===== src/sv/poq_pkg.sv =====
// Shared types, constants and command/status structs for the objective queue.
`default_nettype none

package poq_pkg;

	// Queue geometry.
	localparam int DEPTH  = 16;
	localparam int IDX_W  = (DEPTH > 1) ? $clog2(DEPTH) : 1;
	localparam int CNT_W  = $clog2(DEPTH + 1);
	localparam int PRIO_W = 7;
	localparam int PAY_W  = 16;
	localparam int POS_W  = 4;
	localparam int CMP_W  = (CNT_W > POS_W) ? CNT_W : POS_W;

	typedef enum logic [1:0] {
		ACT_INSERT = 2'd0,
		ACT_PEEK   = 2'd1,
		ACT_TAKE   = 2'd2,
		ACT_FLUSH  = 2'd3
	} action_t;

	typedef enum logic [1:0] {
		ST_OK    = 2'd0,
		ST_NEG   = 2'd1,
		ST_FULL  = 2'd2,
		ST_EMPTY = 2'd3
	} status_t;

	typedef struct packed {
		action_t            action;
		logic signed [7:0]  priority_req;
		logic [PAY_W-1:0]   payload;
		logic [POS_W-1:0]   position;
	} poq_req_t;

	typedef struct packed {
		status_t            status;
		logic [PAY_W-1:0]   out_payload;
		logic [PRIO_W-1:0]  out_priority;
		logic [4:0]         count;
		logic [PRIO_W-1:0]  head_priority;
	} poq_rsp_t;

	// Commands from the controller to the datapath.
	typedef struct packed {
		logic             load_item;
		logic             clear_res;
		logic             set_status;
		status_t          status;
		logic             grab_res;
		logic             rd_en;
		logic [IDX_W-1:0] rd_addr;
		logic             wr_en;
		logic [IDX_W-1:0] wr_addr;
		logic             wr_new;
		logic             count_inc;
		logic             count_dec;
		logic             count_clr;
		logic             head_clr;
		logic             out_load;
	} poq_cmd_t;

	// Status from the datapath to the controller.
	typedef struct packed {
		action_t          action;
		logic             prio_neg;
		logic [CNT_W-1:0] count;
		logic [POS_W-1:0] position;
		logic             rd_lower;
		logic             slot_free;
	} poq_stat_t;

endpackage

`default_nettype wire


===== src/sv/poq_req_if.sv =====
// Request channel carrying one queue action per beat.
`default_nettype none

interface poq_req_if import poq_pkg::*; ();
	logic     valid;
	logic     ready;
	poq_req_t data;

	modport source (output valid, output data, input ready);
	modport sink (input valid, input data, output ready);
endinterface

`default_nettype wire


===== src/sv/poq_rsp_if.sv =====
// Response channel carrying one result per beat.
`default_nettype none

interface poq_rsp_if import poq_pkg::*; ();
	logic     valid;
	logic     ready;
	poq_rsp_t data;

	modport source (output valid, output data, input ready);
	modport sink (input valid, input data, output ready);
endinterface

`default_nettype wire


===== src/sv/poq_datapath.sv =====
// Entry memories, item and result registers, count and head tracking.
`default_nettype none

module poq_datapath import poq_pkg::*; (
	input  wire logic     clk,
	input  wire logic     arst_n,
	input  wire poq_req_t req_data,
	input  wire logic     rsp_ready,
	output logic          rsp_valid,
	output poq_rsp_t      rsp_data,
	input  wire poq_cmd_t cmd,
	output poq_stat_t     stat
);

	logic [PRIO_W-1:0] prio_mem [DEPTH];
	logic [PAY_W-1:0]  pay_mem [DEPTH];

	poq_req_t          item_q;
	logic [PRIO_W-1:0] rd_prio_q;
	logic [PAY_W-1:0]  rd_pay_q;
	logic [CNT_W-1:0]  count_q;
	logic [PRIO_W-1:0] head_q;
	status_t           res_status_q;
	logic [PAY_W-1:0]  res_payload_q;
	logic [PRIO_W-1:0] res_priority_q;
	poq_rsp_t          out_q;
	logic              out_valid_q;

	logic [PRIO_W-1:0] new_prio;
	logic [PRIO_W-1:0] wr_prio;
	logic [PAY_W-1:0]  wr_pay;

	assign new_prio = item_q.priority_req[PRIO_W-1:0];
	assign wr_prio  = cmd.wr_new ? new_prio : rd_prio_q;
	assign wr_pay   = cmd.wr_new ? item_q.payload : rd_pay_q;

	// Entry storage: one write and one registered read per cycle.
	always_ff @(posedge clk) begin
		if (cmd.wr_en) begin
			prio_mem[cmd.wr_addr] <= wr_prio;
			pay_mem[cmd.wr_addr]  <= wr_pay;
		end
		if (cmd.rd_en) begin
			rd_prio_q <= prio_mem[cmd.rd_addr];
			rd_pay_q  <= pay_mem[cmd.rd_addr];
		end
	end

	// Captured item and the result being built for it. A status set while the
	// result is cleared is kept, since the error checks run at dispatch.
	always_ff @(posedge clk) begin
		if (cmd.load_item) begin
			item_q <= req_data;
		end
		if (cmd.clear_res) begin
			res_status_q   <= cmd.set_status ? cmd.status : ST_OK;
			res_payload_q  <= '0;
			res_priority_q <= '0;
		end else begin
			if (cmd.set_status) begin
				res_status_q <= cmd.status;
			end
			if (cmd.grab_res) begin
				res_payload_q  <= rd_pay_q;
				res_priority_q <= rd_prio_q;
			end
		end
	end

	// Pending count and head priority. A write to the head slot sets the head.
	always_ff @(posedge clk or negedge arst_n) begin
		if (!arst_n) begin
			count_q <= '0;
			head_q  <= '0;
		end else begin
			if (cmd.count_clr) begin
				count_q <= '0;
			end else if (cmd.count_inc) begin
				count_q <= count_q + CNT_W'(1);
			end else if (cmd.count_dec) begin
				count_q <= count_q - CNT_W'(1);
			end
			if (cmd.head_clr) begin
				head_q <= '0;
			end else if (cmd.wr_en && (cmd.wr_addr == '0)) begin
				head_q <= wr_prio;
			end
		end
	end

	// Output register; it holds a result until the receiver takes the beat.
	always_ff @(posedge clk or negedge arst_n) begin
		if (!arst_n) begin
			out_valid_q <= 1'b0;
		end else if (cmd.out_load) begin
			out_valid_q <= 1'b1;
		end else if (rsp_ready) begin
			out_valid_q <= 1'b0;
		end
	end

	always_ff @(posedge clk) begin
		if (cmd.out_load) begin
			out_q.status        <= res_status_q;
			out_q.out_payload   <= res_payload_q;
			out_q.out_priority  <= res_priority_q;
			out_q.count         <= 5'(count_q);
			out_q.head_priority <= head_q;
		end
	end

	assign rsp_valid = out_valid_q;
	assign rsp_data  = out_q;

	// Status back to the controller.
	always_comb begin
		stat.action    = item_q.action;
		stat.prio_neg  = item_q.priority_req[7];
		stat.count     = count_q;
		stat.position  = item_q.position;
		stat.rd_lower  = (rd_prio_q < new_prio);
		stat.slot_free = !out_valid_q || rsp_ready;
	end

	a_count_range: assert property (@(posedge clk) disable iff (!arst_n)
		count_q <= CNT_W'(DEPTH))
		else $error("pending count exceeds queue depth");

	a_head_empty: assert property (@(posedge clk) disable iff (!arst_n)
		(count_q == '0) |-> (head_q == '0))
		else $error("empty queue reports a nonzero head priority");

	a_no_overwrite: assert property (@(posedge clk) disable iff (!arst_n)
		cmd.out_load |-> (!out_valid_q || rsp_ready))
		else $error("result loaded over a beat not yet taken");

endmodule

`default_nettype wire


===== src/sv/poq_ctrl.sv =====
// Controller state machine that sequences the walk and shift over the entries.
`default_nettype none

module poq_ctrl import poq_pkg::*; (
	input  wire logic      clk,
	input  wire logic      arst_n,
	input  wire logic      req_valid,
	output logic           req_ready,
	input  wire poq_stat_t stat,
	output poq_cmd_t       cmd
);

	typedef enum logic [2:0] {
		S_IDLE,
		S_DISPATCH,
		S_WALK,
		S_PLACE,
		S_PEEK,
		S_GRAB,
		S_SHIFT,
		S_FINISH
	} state_t;

	state_t           state_q, state_d;
	logic [CNT_W-1:0] cur_q, cur_d;
	logic [CNT_W-1:0] place_q, place_d;

	logic [CNT_W-1:0] cur_prev;
	logic [CNT_W-1:0] cur_next;
	logic [CNT_W-1:0] count_m1;
	logic             pos_out;

	assign cur_prev = cur_q - CNT_W'(1);
	assign cur_next = cur_q + CNT_W'(1);
	assign count_m1 = stat.count - CNT_W'(1);
	assign pos_out  = CMP_W'(stat.position) >= CMP_W'(stat.count);
	assign req_ready = (state_q == S_IDLE);

	// Next state and datapath commands.
	always_comb begin
		state_d = state_q;
		cur_d   = cur_q;
		place_d = place_q;
		cmd     = '0;
		cmd.status = ST_OK;

		unique case (state_q)
			S_IDLE: begin
				if (req_valid) begin
					cmd.load_item = 1'b1;
					state_d = S_DISPATCH;
				end
			end
			S_DISPATCH: begin
				cmd.clear_res = 1'b1;
				unique case (stat.action)
					ACT_INSERT: begin
						if (stat.prio_neg) begin
							cmd.set_status = 1'b1;
							cmd.status = ST_NEG;
							state_d = S_FINISH;
						end else if (stat.count == CNT_W'(DEPTH)) begin
							cmd.set_status = 1'b1;
							cmd.status = ST_FULL;
							state_d = S_FINISH;
						end else if (stat.count == '0) begin
							place_d = '0;
							state_d = S_PLACE;
						end else begin
							cmd.rd_en = 1'b1;
							cmd.rd_addr = IDX_W'(count_m1);
							cur_d = count_m1;
							state_d = S_WALK;
						end
					end
					ACT_PEEK: begin
						if (stat.count == '0) begin
							cmd.set_status = 1'b1;
							cmd.status = ST_EMPTY;
							state_d = S_FINISH;
						end else begin
							cmd.rd_en = 1'b1;
							cmd.rd_addr = '0;
							state_d = S_PEEK;
						end
					end
					ACT_TAKE: begin
						if (pos_out) begin
							cmd.set_status = 1'b1;
							cmd.status = ST_EMPTY;
							state_d = S_FINISH;
						end else begin
							cmd.rd_en = 1'b1;
							cmd.rd_addr = IDX_W'(stat.position);
							cur_d = CNT_W'(stat.position) + CNT_W'(1);
							state_d = S_GRAB;
						end
					end
					ACT_FLUSH: begin
						if (stat.count == '0) begin
							cmd.set_status = 1'b1;
							cmd.status = ST_EMPTY;
						end
						cmd.count_clr = 1'b1;
						cmd.head_clr = 1'b1;
						state_d = S_FINISH;
					end
					default: begin
						state_d = S_FINISH;
					end
				endcase
			end
			// Walk from the tail toward the head, moving lower entries back one slot.
			S_WALK: begin
				if (stat.rd_lower) begin
					cmd.wr_en = 1'b1;
					cmd.wr_addr = IDX_W'(cur_next);
					if (cur_q == '0) begin
						place_d = '0;
						state_d = S_PLACE;
					end else begin
						cmd.rd_en = 1'b1;
						cmd.rd_addr = IDX_W'(cur_prev);
						cur_d = cur_prev;
					end
				end else begin
					place_d = cur_next;
					state_d = S_PLACE;
				end
			end
			S_PLACE: begin
				cmd.wr_en = 1'b1;
				cmd.wr_addr = IDX_W'(place_q);
				cmd.wr_new = 1'b1;
				cmd.count_inc = 1'b1;
				state_d = S_FINISH;
			end
			S_PEEK: begin
				cmd.grab_res = 1'b1;
				state_d = S_FINISH;
			end
			// The taken entry is in the read register; start closing the gap.
			S_GRAB: begin
				cmd.grab_res = 1'b1;
				cmd.rd_en = 1'b1;
				cmd.rd_addr = IDX_W'(cur_q);
				if (cur_q < stat.count) begin
					state_d = S_SHIFT;
				end else begin
					cmd.count_dec = 1'b1;
					cmd.head_clr = (stat.count == CNT_W'(1));
					state_d = S_FINISH;
				end
			end
			S_SHIFT: begin
				cmd.wr_en = 1'b1;
				cmd.wr_addr = IDX_W'(cur_prev);
				if (cur_q == count_m1) begin
					cmd.count_dec = 1'b1;
					state_d = S_FINISH;
				end else begin
					cmd.rd_en = 1'b1;
					cmd.rd_addr = IDX_W'(cur_next);
					cur_d = cur_next;
				end
			end
			S_FINISH: begin
				if (stat.slot_free) begin
					cmd.out_load = 1'b1;
					state_d = S_IDLE;
				end
			end
			default: begin
				state_d = S_IDLE;
			end
		endcase
	end

	// State and walk index registers.
	always_ff @(posedge clk or negedge arst_n) begin
		if (!arst_n) begin
			state_q <= S_IDLE;
			cur_q   <= '0;
			place_q <= '0;
		end else begin
			state_q <= state_d;
			cur_q   <= cur_d;
			place_q <= place_d;
		end
	end

	a_accept_dispatch: assert property (@(posedge clk) disable iff (!arst_n)
		(req_valid && req_ready) |=> (state_q == S_DISPATCH))
		else $error("accepted beat not dispatched");

	a_walk_bound: assert property (@(posedge clk) disable iff (!arst_n)
		(state_q == S_WALK || state_q == S_SHIFT) |-> (cur_q < stat.count))
		else $error("walk index outside occupied entries");

	a_single_write: assert property (@(posedge clk) disable iff (!arst_n)
		cmd.wr_en |-> (state_q == S_WALK || state_q == S_PLACE || state_q == S_SHIFT))
		else $error("entry write outside a walk, shift or placement");

endmodule

`default_nettype wire


===== src/sv/priority_ordered_objective_queue_core.sv =====
// Top level of the priority-ordered objective queue.
// Holds up to DEPTH (16) entries of a 7-bit priority and a 16-bit payload tag,
// ordered so that higher priority sits nearer the head, ties in arrival order.
// The request channel carries one action per beat: insert, peek at the head,
// take the entry at a position (closing the gap), or flush. Each request
// produces exactly one response beat with status, the entry read, the
// pending count and the head priority after the action.
// One request is worked on at a time; request ready is high only while idle.
// The entry memory gives one registered read and one write per cycle, so the
// walk and the shift move one entry per cycle. A finished response waits in
// the output register while the receiver stalls; the next request may be
// accepted meanwhile and completes once that beat has been taken. Reset
// empties the queue (count and head priority zero); the entry memory is not
// cleared, and only occupied slots feed a result or a shifted entry.
`default_nettype none

module priority_ordered_objective_queue_core import poq_pkg::*; (
	input  wire logic clk,
	input  wire logic arst_n,
	poq_req_if.sink   request,
	poq_rsp_if.source response
);

	poq_cmd_t  cmd;
	poq_stat_t stat;

	// Sequencer.
	poq_ctrl u_ctrl (
		.clk       (clk),
		.arst_n    (arst_n),
		.req_valid (request.valid),
		.req_ready (request.ready),
		.stat      (stat),
		.cmd       (cmd)
	);

	// Storage and result path.
	poq_datapath u_datapath (
		.clk       (clk),
		.arst_n    (arst_n),
		.req_data  (request.data),
		.rsp_ready (response.ready),
		.rsp_valid (response.valid),
		.rsp_data  (response.data),
		.cmd       (cmd),
		.stat      (stat)
	);

endmodule

`default_nettype wire


===== src/flat_wrapper.sv =====
// flat-port wrapper written by rule: the top's interface ports become plain ports
module priority_ordered_objective_queue_core_flat import poq_pkg::*;
  (clk, arst_n, request_valid, request_data, request_ready, response_valid, response_data, response_ready);
  poq_req_if request_i ();
  poq_rsp_if response_i ();
  input  wire logic clk;
  input  wire logic arst_n;
  input wire logic [$bits(request_i.valid)-1:0] request_valid;
  input wire logic [$bits(request_i.data)-1:0] request_data;
  output wire logic [$bits(request_i.ready)-1:0] request_ready;
  output wire logic [$bits(response_i.valid)-1:0] response_valid;
  output wire logic [$bits(response_i.data)-1:0] response_data;
  input wire logic [$bits(response_i.ready)-1:0] response_ready;
  assign request_i.valid = request_valid;
  assign request_i.data = request_data;
  assign request_ready = request_i.ready;
  assign response_valid = response_i.valid;
  assign response_data = response_i.data;
  assign response_i.ready = response_ready;
  priority_ordered_objective_queue_core u_core (.clk(clk), .arst_n(arst_n), .request(request_i), .response(response_i));
endmodule

===== config.mk =====
export PLATFORM = sky130hd
export DESIGN_NAME = priority_ordered_objective_queue_core_flat
export DESIGN_NICKNAME = d
export VERILOG_FILES = /design/src/sv/poq_pkg.sv /design/src/sv/poq_req_if.sv /design/src/sv/poq_rsp_if.sv /design/src/sv/poq_datapath.sv /design/src/sv/poq_ctrl.sv /design/src/sv/priority_ordered_objective_queue_core.sv /design/src/flat_wrapper.sv
export SDC_FILE = /design/constraint.sdc
export NUM_CORES = 1
export LEC_CHECK = 0
export ABC_AREA = 1
export BUFFER_PORTS_ARGS = -buffer_cell sky130_fd_sc_hd__buf_2
export CAP_MARGIN = 20
export CORE_ASPECT_RATIO = 1.2
export CORE_MARGIN = 1
export CORE_UTILIZATION = 45
export CTS_CLUSTER_DIAMETER = 30
export CTS_CLUSTER_SIZE = 16
export DETAILED_ROUTE_END_ITERATION = 8
export GPL_TIMING_DRIVEN = 0
export PLACE_DENSITY_LB_ADDON = 0.12
export SETUP_SLACK_MARGIN = 0.4
export SLEW_MARGIN = 0
export SYNTH_ARGS = -nofsm -noshare
export SYNTH_HDL_FRONTEND = slang
export SYNTH_SLANG_ARGS = --single-unit

===== constraint.sdc =====
create_clock -name clk -period 3.39 [get_ports clk]
set_input_delay 0.339 -clock clk [delete_from_list [all_inputs] [get_ports clk]]
set_output_delay 0.339 -clock clk [all_outputs]
set_load 0.05 [all_outputs]

==> results of run 1 <==
cells by family after synthesis:
group                      after synthesis  share of synthesized area [%]
and+or+nand+nor                       1091                           22.6
DFF                                    508                           67.1
buffers and inverters                  316                           5.99
AOI/OAI and AO/OA                      109                           2.84
adders and majority gates               23                           1.30
xor gates and xnor gates                 6                          0.236
flip-flops by register name, indices dropped and copies added (netlist names):
signal                            cells
u_core.u_datapath.stat                7
u_core.u_datapath.head_q              7
u_core.u_datapath.res_payload_q      16
u_core.u_ctrl.cur_q                   5
u_core.u_datapath.res_status_q        2
u_core.u_datapath.res_priority_q      7
u_core.u_datapath.rsp_valid           1
u_core.u_datapath.rd_pay_q           16
u_core.u_datapath.rd_prio_q           7
u_core.u_datapath.item_q             23
u_core.u_datapath.count_q             5
u_core.u_datapath.pay_mem           256
u_core.u_datapath.rsp_data           37
u_core.u_datapath.prio_mem          112
u_core.u_ctrl.state_q                 3
u_core.u_ctrl.place_q                 4
layout by cell type, fill, tap and decap left out, types with 17 or more instances in the layout:
master,synthesis,layout
nor2_4,3,36
buf_6,2,43
clkbuf_16,0,117
nor2_1,52,26
o21ai_0,39,36
buf_2,69,81
nand2_1,540,513
nand3_1,377,345
ha_1,23,21
inv_1,195,192
buf_4,11,69
dlygate4sd3_1,0,32
clkinv_2,2,21
buf_12,0,26
nand3_2,2,32
edfxtp_1,460,460
nand2_2,1,25
clkbuf_1,22,18
a21oi_1,43,43
dfrtp_1,25,20
nand3b_1,92,92
dfxtp_1,23,23
bufinv_16,0,17
report_power, final:
group          internal, uW  total [uW]  switching [uW]
sequential             9790       10300             487
clock                  7520       11100            3560
combinational          5030       15700           10700
metrics by stage:
step / power (uW) / utilization, % / cell area, sq um
5_1_grt: 38800 / 61.3 / 29700
4_1_cts: 35500 / 59.7 / 28900
3_3_place_gp: 22600 / 48.2 / 23400
2_1_floorplan: 18300 / - / 22200
6_report: 37000 / 61.3 / 29700
3_5_place_dp: 23000 / 48.7 / 23600
worst max-delay path by stage:
stage                     cells past startpoint  slack [ns]                            from                          endpoint
after detailed placement                     16       -0.51    u_core.u_datapath.count_q[0]     u_core.u_datapath.rd_pay_q[6]
final                                        20        0.44    u_core.u_datapath.count_q[1]    u_core.u_datapath.rd_prio_q[1]
after global routing                         16        0.32  u_core.u_datapath.rd_prio_q[2]       u_core.u_datapath.head_q[4]
after CTS                                    15        0.30  u_core.u_datapath.rd_prio_q[2]     u_core.u_datapath.rd_pay_q[4]
after global placement                        7       -1.24        u_core.u_ctrl.state_q[1]  u_core.u_datapath.pay_mem[10][9]
after floorplan                              10        0.24  u_core.u_datapath.rd_prio_q[6]   u_core.u_datapath.pay_mem[6][0]
area by class of cell:
class	count	area [sq um]
Fill cell	3767	18800
Sequential cell	508	14900
Multi-Input combinational cell	1241	6620
Clock buffer	123	2930
Timing Repair Buffer	185	1680
Clock inverter	82	998
Buffer	110	967
Inverter	206	788
Tap cell	630	788
metal layers:
metal | vias up | part of all wire, % | track usage [%]
li1 | 7723 | - | -
met1 | 7964 | 40 | 34.2
met2 | 712 | 48 | 44.6
met3 | 191 | 7.2 | 4.06
met4 | 2 | 4.5 | 12.6
met5 | - | 0.019 | 0
critical path, stage by stage, from the launching register on:
cell and delay [ns]:
dfrtp_1 0.39, inv_2 0.13, ha_4 0.17, inv_1 0.04, nand2_1 0.09, nand2_2 0.11
nand2_1 0.08, nand2_1 0.05, nor2_1 0.12, nand3_2 0.16, a21oi_4 0.27, buf_12 0.16
nand2_4 0.08, buf_8 0.16, buf_8 0.15, nand2_1 0.06, nand2_1 0.05, nand2_1 0.08
nand3_2 0.12, nand3_2 0.12, nand2_2 0.08
repair_timing:
action	CTS	global route
hold buffers	32	0
gates cloned	12	4
resized for setup	126	152
setup endpoints to repair	779	403
setup buffers	49	22
hold endpoints to repair	56	0
pin swaps	25	14
==> run metrics, run 1 <==
r2r setup slk 0.44 ns; I/O pin count 73; post-synth cell types 44; antenna-violating nets left 0; final setup margin 0.443 ns; die area 50300 sq um; Avg Vias per Cell 5.38; Worst-Margin Slew 0.913 ns; final setup TNS 0 ns; Yosys top cell area share 62.2%; Placer Congestion 0.883; drt first pass iters 5; area delta synth->final 33.5%; top post-synthesis cells by area edfxtp_1, nand2_1, nand3_1; capturing point of the worst reg2reg path u_core.u_datapath.rd_prio_q[1]; Hold Crit Depth 3; WL/cell 21.7 microns; RSZ-0062 raised after global routing true; Post-Synthesis Cells 2053; worst min path class input pin to register; top-count cell post-synth nand2_1; Final Hold Viols 0; Initial Utilization 45.9%; initial antenna violation count 2; CTS tree yes; port bufs 72; Rows 88; n_diodes 0; Slew Limit Fails 0; Placeable Area 48400 sq um; hold_ws 0.213 ns; gr ovfl total 0; syn_area_per_cell 10.8 sq um; CTS Buffer Depth 3; Crit path arrival time 3.33 ns; status completed; Post-Syn Area 22200 sq um; Final HPWL DP 41300 microns; CTS sink cnt 508; root buffer cell clkbuf_16; clock latency on the worst-skew pair 0.65 ns; die width 205 microns; clock transition at the registers of the reported paths 0.05 ns; number of DRC markers in iteration 0 1540; first-pass GRT wire length 99200 microns; placed insts 2761; static leakage 0.0120 uW; Fin Clk Skew 0.0276 ns; Max Cap Viol 0; most frequent cells after synthesis nand2_1, edfxtp_1, nand3_1; Non-Filler Instances 3085; Vias 16600; Num CTS Buffers 109; Final Cycle Share 86.9%; Synth async-reset ratio 4.92%; Max H-tree Level 3; YS warnings 0; worst r2r path cells 20; startpoint types register; vias in the first global route 16400; RR Startpoint u_core.u_datapath.count_q[1]; worst vdd ir 0.000529 V; Hold Path End u_core.u_ctrl.state_q[0]; share of layout cells above drive strength 1 23.7%; Max Freq 0.339 GHz; largest net degree at the start of global routing 33; number of flops mapped to enable cells by yosys 460; Slew HR 39.0%; Hold Path Origin request_valid; Global Route Usage Sum 26.8%; Main synth FF type edfxtp_1; DRC Markers 0; Die Y 245 microns; synthesis-stage register bit count 508; worst slack, placed -0.511 ns; nets@finish 2418; area leader, netlist edfxtp_1; Setup Crit Path Kind register to register; Worst Path Required 3.77 ns; min Tclk post-route 2.95 ns; Max Fanout on Critical Path 10; Cell Pwr Density 1250 nW/um^2; Crit. End Element register; Syn Nets 2110; Seq/Total Area, Yosys 67.1%; final setup violating endpoints 0; Total Routed Length 66900 microns
Note: power is estimated with default switching activity, not from simulation.
==> run 2: changes to the inputs <==
--- a/config.mk
+++ b/config.mk
@@ -8,7 +8,7 @@
 export ABC_AREA = 1
 export BUFFER_PORTS_ARGS = -buffer_cell sky130_fd_sc_hd__buf_2
 export CAP_MARGIN = 20
-export CORE_ASPECT_RATIO = 1.2
+export CORE_ASPECT_RATIO = 0.6
 export CORE_MARGIN = 1
 export CORE_UTILIZATION = 45
 export CTS_CLUSTER_DIAMETER = 30
==> run 2 against run 1 <==
  * Cell area shrank 4.5%
  * Critical path type unchanged
  * Critical endpoint is now u_core.u_datapath.rd_pay_q[5]
  * Largest cell class unchanged
  * Clock power fell by 24%
  * First-iteration DRC count grew 31%
==> run metrics, run 2 (synthesized netlist as in run 1, its figures left out) <==
status completed; worst slack, placed -0.428 ns (+0.0837 ns); Post-Layout Inst Area 28400 sq um (-4.5%); final setup TNS 0 ns (unchanged); final setup violating endpoints 0 (unchanged); Hold Crit Depth 3 (unchanged); drt first pass iters 6 (+1); Num CTS Buffers 79 (-28%); Crit. End Element register; RR Startpoint u_core.u_ctrl.cur_q[0]; slowest cell delay on critical path 0.39 ns (about the same); Final Cycle Share 88.4% (+1.5 points); worst vdd ir 0.000613 V (+16%); Filler cells 3885 (+3.1%); die width 289 microns (+41%); Hold Path End u_core.u_ctrl.state_q[0]; Placeable Area 48300 sq um (-0.40%); Fin Clk Skew 0.0232 ns (-0.00435 ns); port bufs 72 (unchanged); Worst-Margin Slew 1.01 ns (+0.0935 ns); Rows 62 (-30%); Buf/Inv on CP 4 (-1); Max Cap Viol 0 (unchanged); CTS tree yes; antenna-violating nets left 0 (unchanged); r2r setup slk 0.39 ns (-0.05 ns); cells along the critical path clkinvlp_4, ha_1, a21oi_1, o21ai_0, nor2_2, nand3_4, a21oi_4, buf_12, buf_6, buf_4, nand3b_1, nand3_1, nand3_1, nand3_1, nand2_1; nets@finish 2388 (-1.2%); DRC Markers 0 (unchanged); worst r2r path cells 15 (-25%); Vias 16800 (+1.3%); largest net degree at the start of global routing 31 (-6.1%); placed instance area 23700 sq um (+0.36%); number of DRC markers in iteration 0 2025 (+31%); cell family with most CP delay simple AND/OR/NAND/NOR gates; Initial Utilization 46.1% (+0.19 points); min Tclk post-route 3.00 ns (+0.0493 ns); multi-input logic area 6520 sq um (-1.5%); Setup Crit Path Kind register to register; most used cell, CP nand3_1; gr ovfl total 0 (unchanged); most common cell after layout, fill and taps aside nand2_1; slowest CP cell dfrtp_2; Placer Congestion 0.933 (+5.6%); Worst Path Required 3.75 ns (-0.02 ns); Max Freq 0.334 GHz (-1.6%); static leakage 0.0114 uW (-5.1%); most frequent cells in the layout nand2_1, edfxtp_1, nand3_1; Slew HR 32.6% (-6.4 points); max reg flops 256 (unchanged); Final Hold Viols 0 (unchanged); CTS sink cnt 508 (unchanged); Crit path arrival time 3.36 ns (+0.03 ns); Worst Setup SP u_core.u_ctrl.cur_q[0]; worst min path class input pin to register; initial antenna violation count 0 (-2); Biggest register u_core.u_datapath.pay_mem; n_diodes 0 (unchanged); Global Route Usage Sum 27.7% (+0.96 points); area taken by flip-flops and latches 14900 sq um (unchanged); hold_ws 0.242 ns (+0.0290 ns); I/O pin count 73 (unchanged); share of layout cells above drive strength 1 20.9% (-2.9 points); capturing point of the worst reg2reg path u_core.u_datapath.rd_pay_q[5]; Hold Path Origin request_valid; Total Routed Length 69900 microns (+4.5%); final setup margin 0.393 ns (-0.0493 ns); CTS Buffer Depth 3 (unchanged); Cell Pwr Density 1210 nW/um^2 (-3.3%); Max H-tree Level 3 (unchanged); vias in the first global route 15700 (-4.2%); die area 50300 sq um (about the same); RSZ-0062 raised after global routing true; Max Fanout on Critical Path 10 (unchanged); clock latency on the worst-skew pair 0.62 ns (-0.03 ns); root buffer cell clkbuf_16; Design Power 34200 uW (-7.6%); Slew Limit Fails 0 (unchanged); clock transition at the registers of the reported paths 0.06 ns (about the same); area delta synth->final 27.6%; first-pass GRT wire length 101000 microns (+2.0%); Die Y 174 microns (-29%); WL/cell 23.0 microns (+6.1%); Final HPWL DP 45800 microns (+11%); Avg Vias per Cell 5.53 (+2.9%); startpoint types register
==> run 2: cell types whose count changed in the layout (fill, tap and decap cells not counted), moves of 10 or more <==
cell / before / now
clkinv_2: 21 / 11
buf_4: 69 / 79
nand3_2: 32 / 13
clkbuf_16: 117 / 80
nand3_1: 345 / 364
buf_6: 43 / 26
==> run 2: metrics by stage <==
step	util, %	instances
after floorplan	-	2053
after global placement	48.5	2765
after detailed placement	49.0	2773
after CTS	57.6	3017
after global routing	58.8	3038
final	58.8	3038
==> run 2: where the power goes <==
group          switching, uW  total, uW  internal [uW]
Combinational          10800      15500           4720
Clock                   3210       8450           5240
Sequential               514      10300           9770
Total                  14500      34200          19700
==> run 2: worst max path at each step <==
stage                                                  end  slack [ns]  cells past startpoint
after global routing      u_core.u_datapath.pay_mem[6][15]        0.26                     13
after CTS                   u_core.u_datapath.rd_pay_q[14]        0.32                     16
after detailed placement     u_core.u_datapath.rd_pay_q[6]       -0.43                     16
after floorplan            u_core.u_datapath.pay_mem[6][0]        0.24                     10
after global placement    u_core.u_datapath.pay_mem[10][2]       -1.33                     10
final                        u_core.u_datapath.rd_pay_q[5]        0.39                     15
==> run 2: worst register-to-register path, cell delays in order (launching register included) <==
cell and delay [ns]:
dfrtp_2 0.39, clkinvlp_4 0.17, ha_1 0.33, a21oi_1 0.10, o21ai_0 0.11, nor2_2 0.16
nand3_4 0.15, a21oi_4 0.18, buf_12 0.15, buf_6 0.18, buf_4 0.27, nand3b_1 0.16
nand3_1 0.13, nand3_1 0.10, nand3_1 0.09, nand2_1 0.08
==> run 2: timing repair <==
action | 4_1_cts | 5_1_grt
pin swaps | 29 | 16
setup buffers | 54 | 20
gates resized for setup | 106 | 115
endpoints found under the hold margin | 56 | 0
endpoints found under the setup margin | 676 | 511
gates cloned | 11 | 1
hold buffers | 32 | 0
==> run 2: layer usage <==
layer / wire (microns) / GRT usage [%] / vias to the layer above
li1: - / - / 7643
met1: 33000 / 44.8 / 8125
met2: 26900 / 35.2 / 926
met3: 8380 / 8.08 / 112
met4: 1490 / 7.94 / 2
met5: 115 / 0 / -
==> run 2: final cells by class <==
class                      count  share of cell area (%)
buffer                       109                    2.99
tap                          640                    2.82
timing repair buffer         187                    5.99
clock inverter                63                    2.77
inverter                     206                    2.81
sequential                   508                    52.6
multi-input combinational   1240                    23.0
clock buffer                  85                    7.05
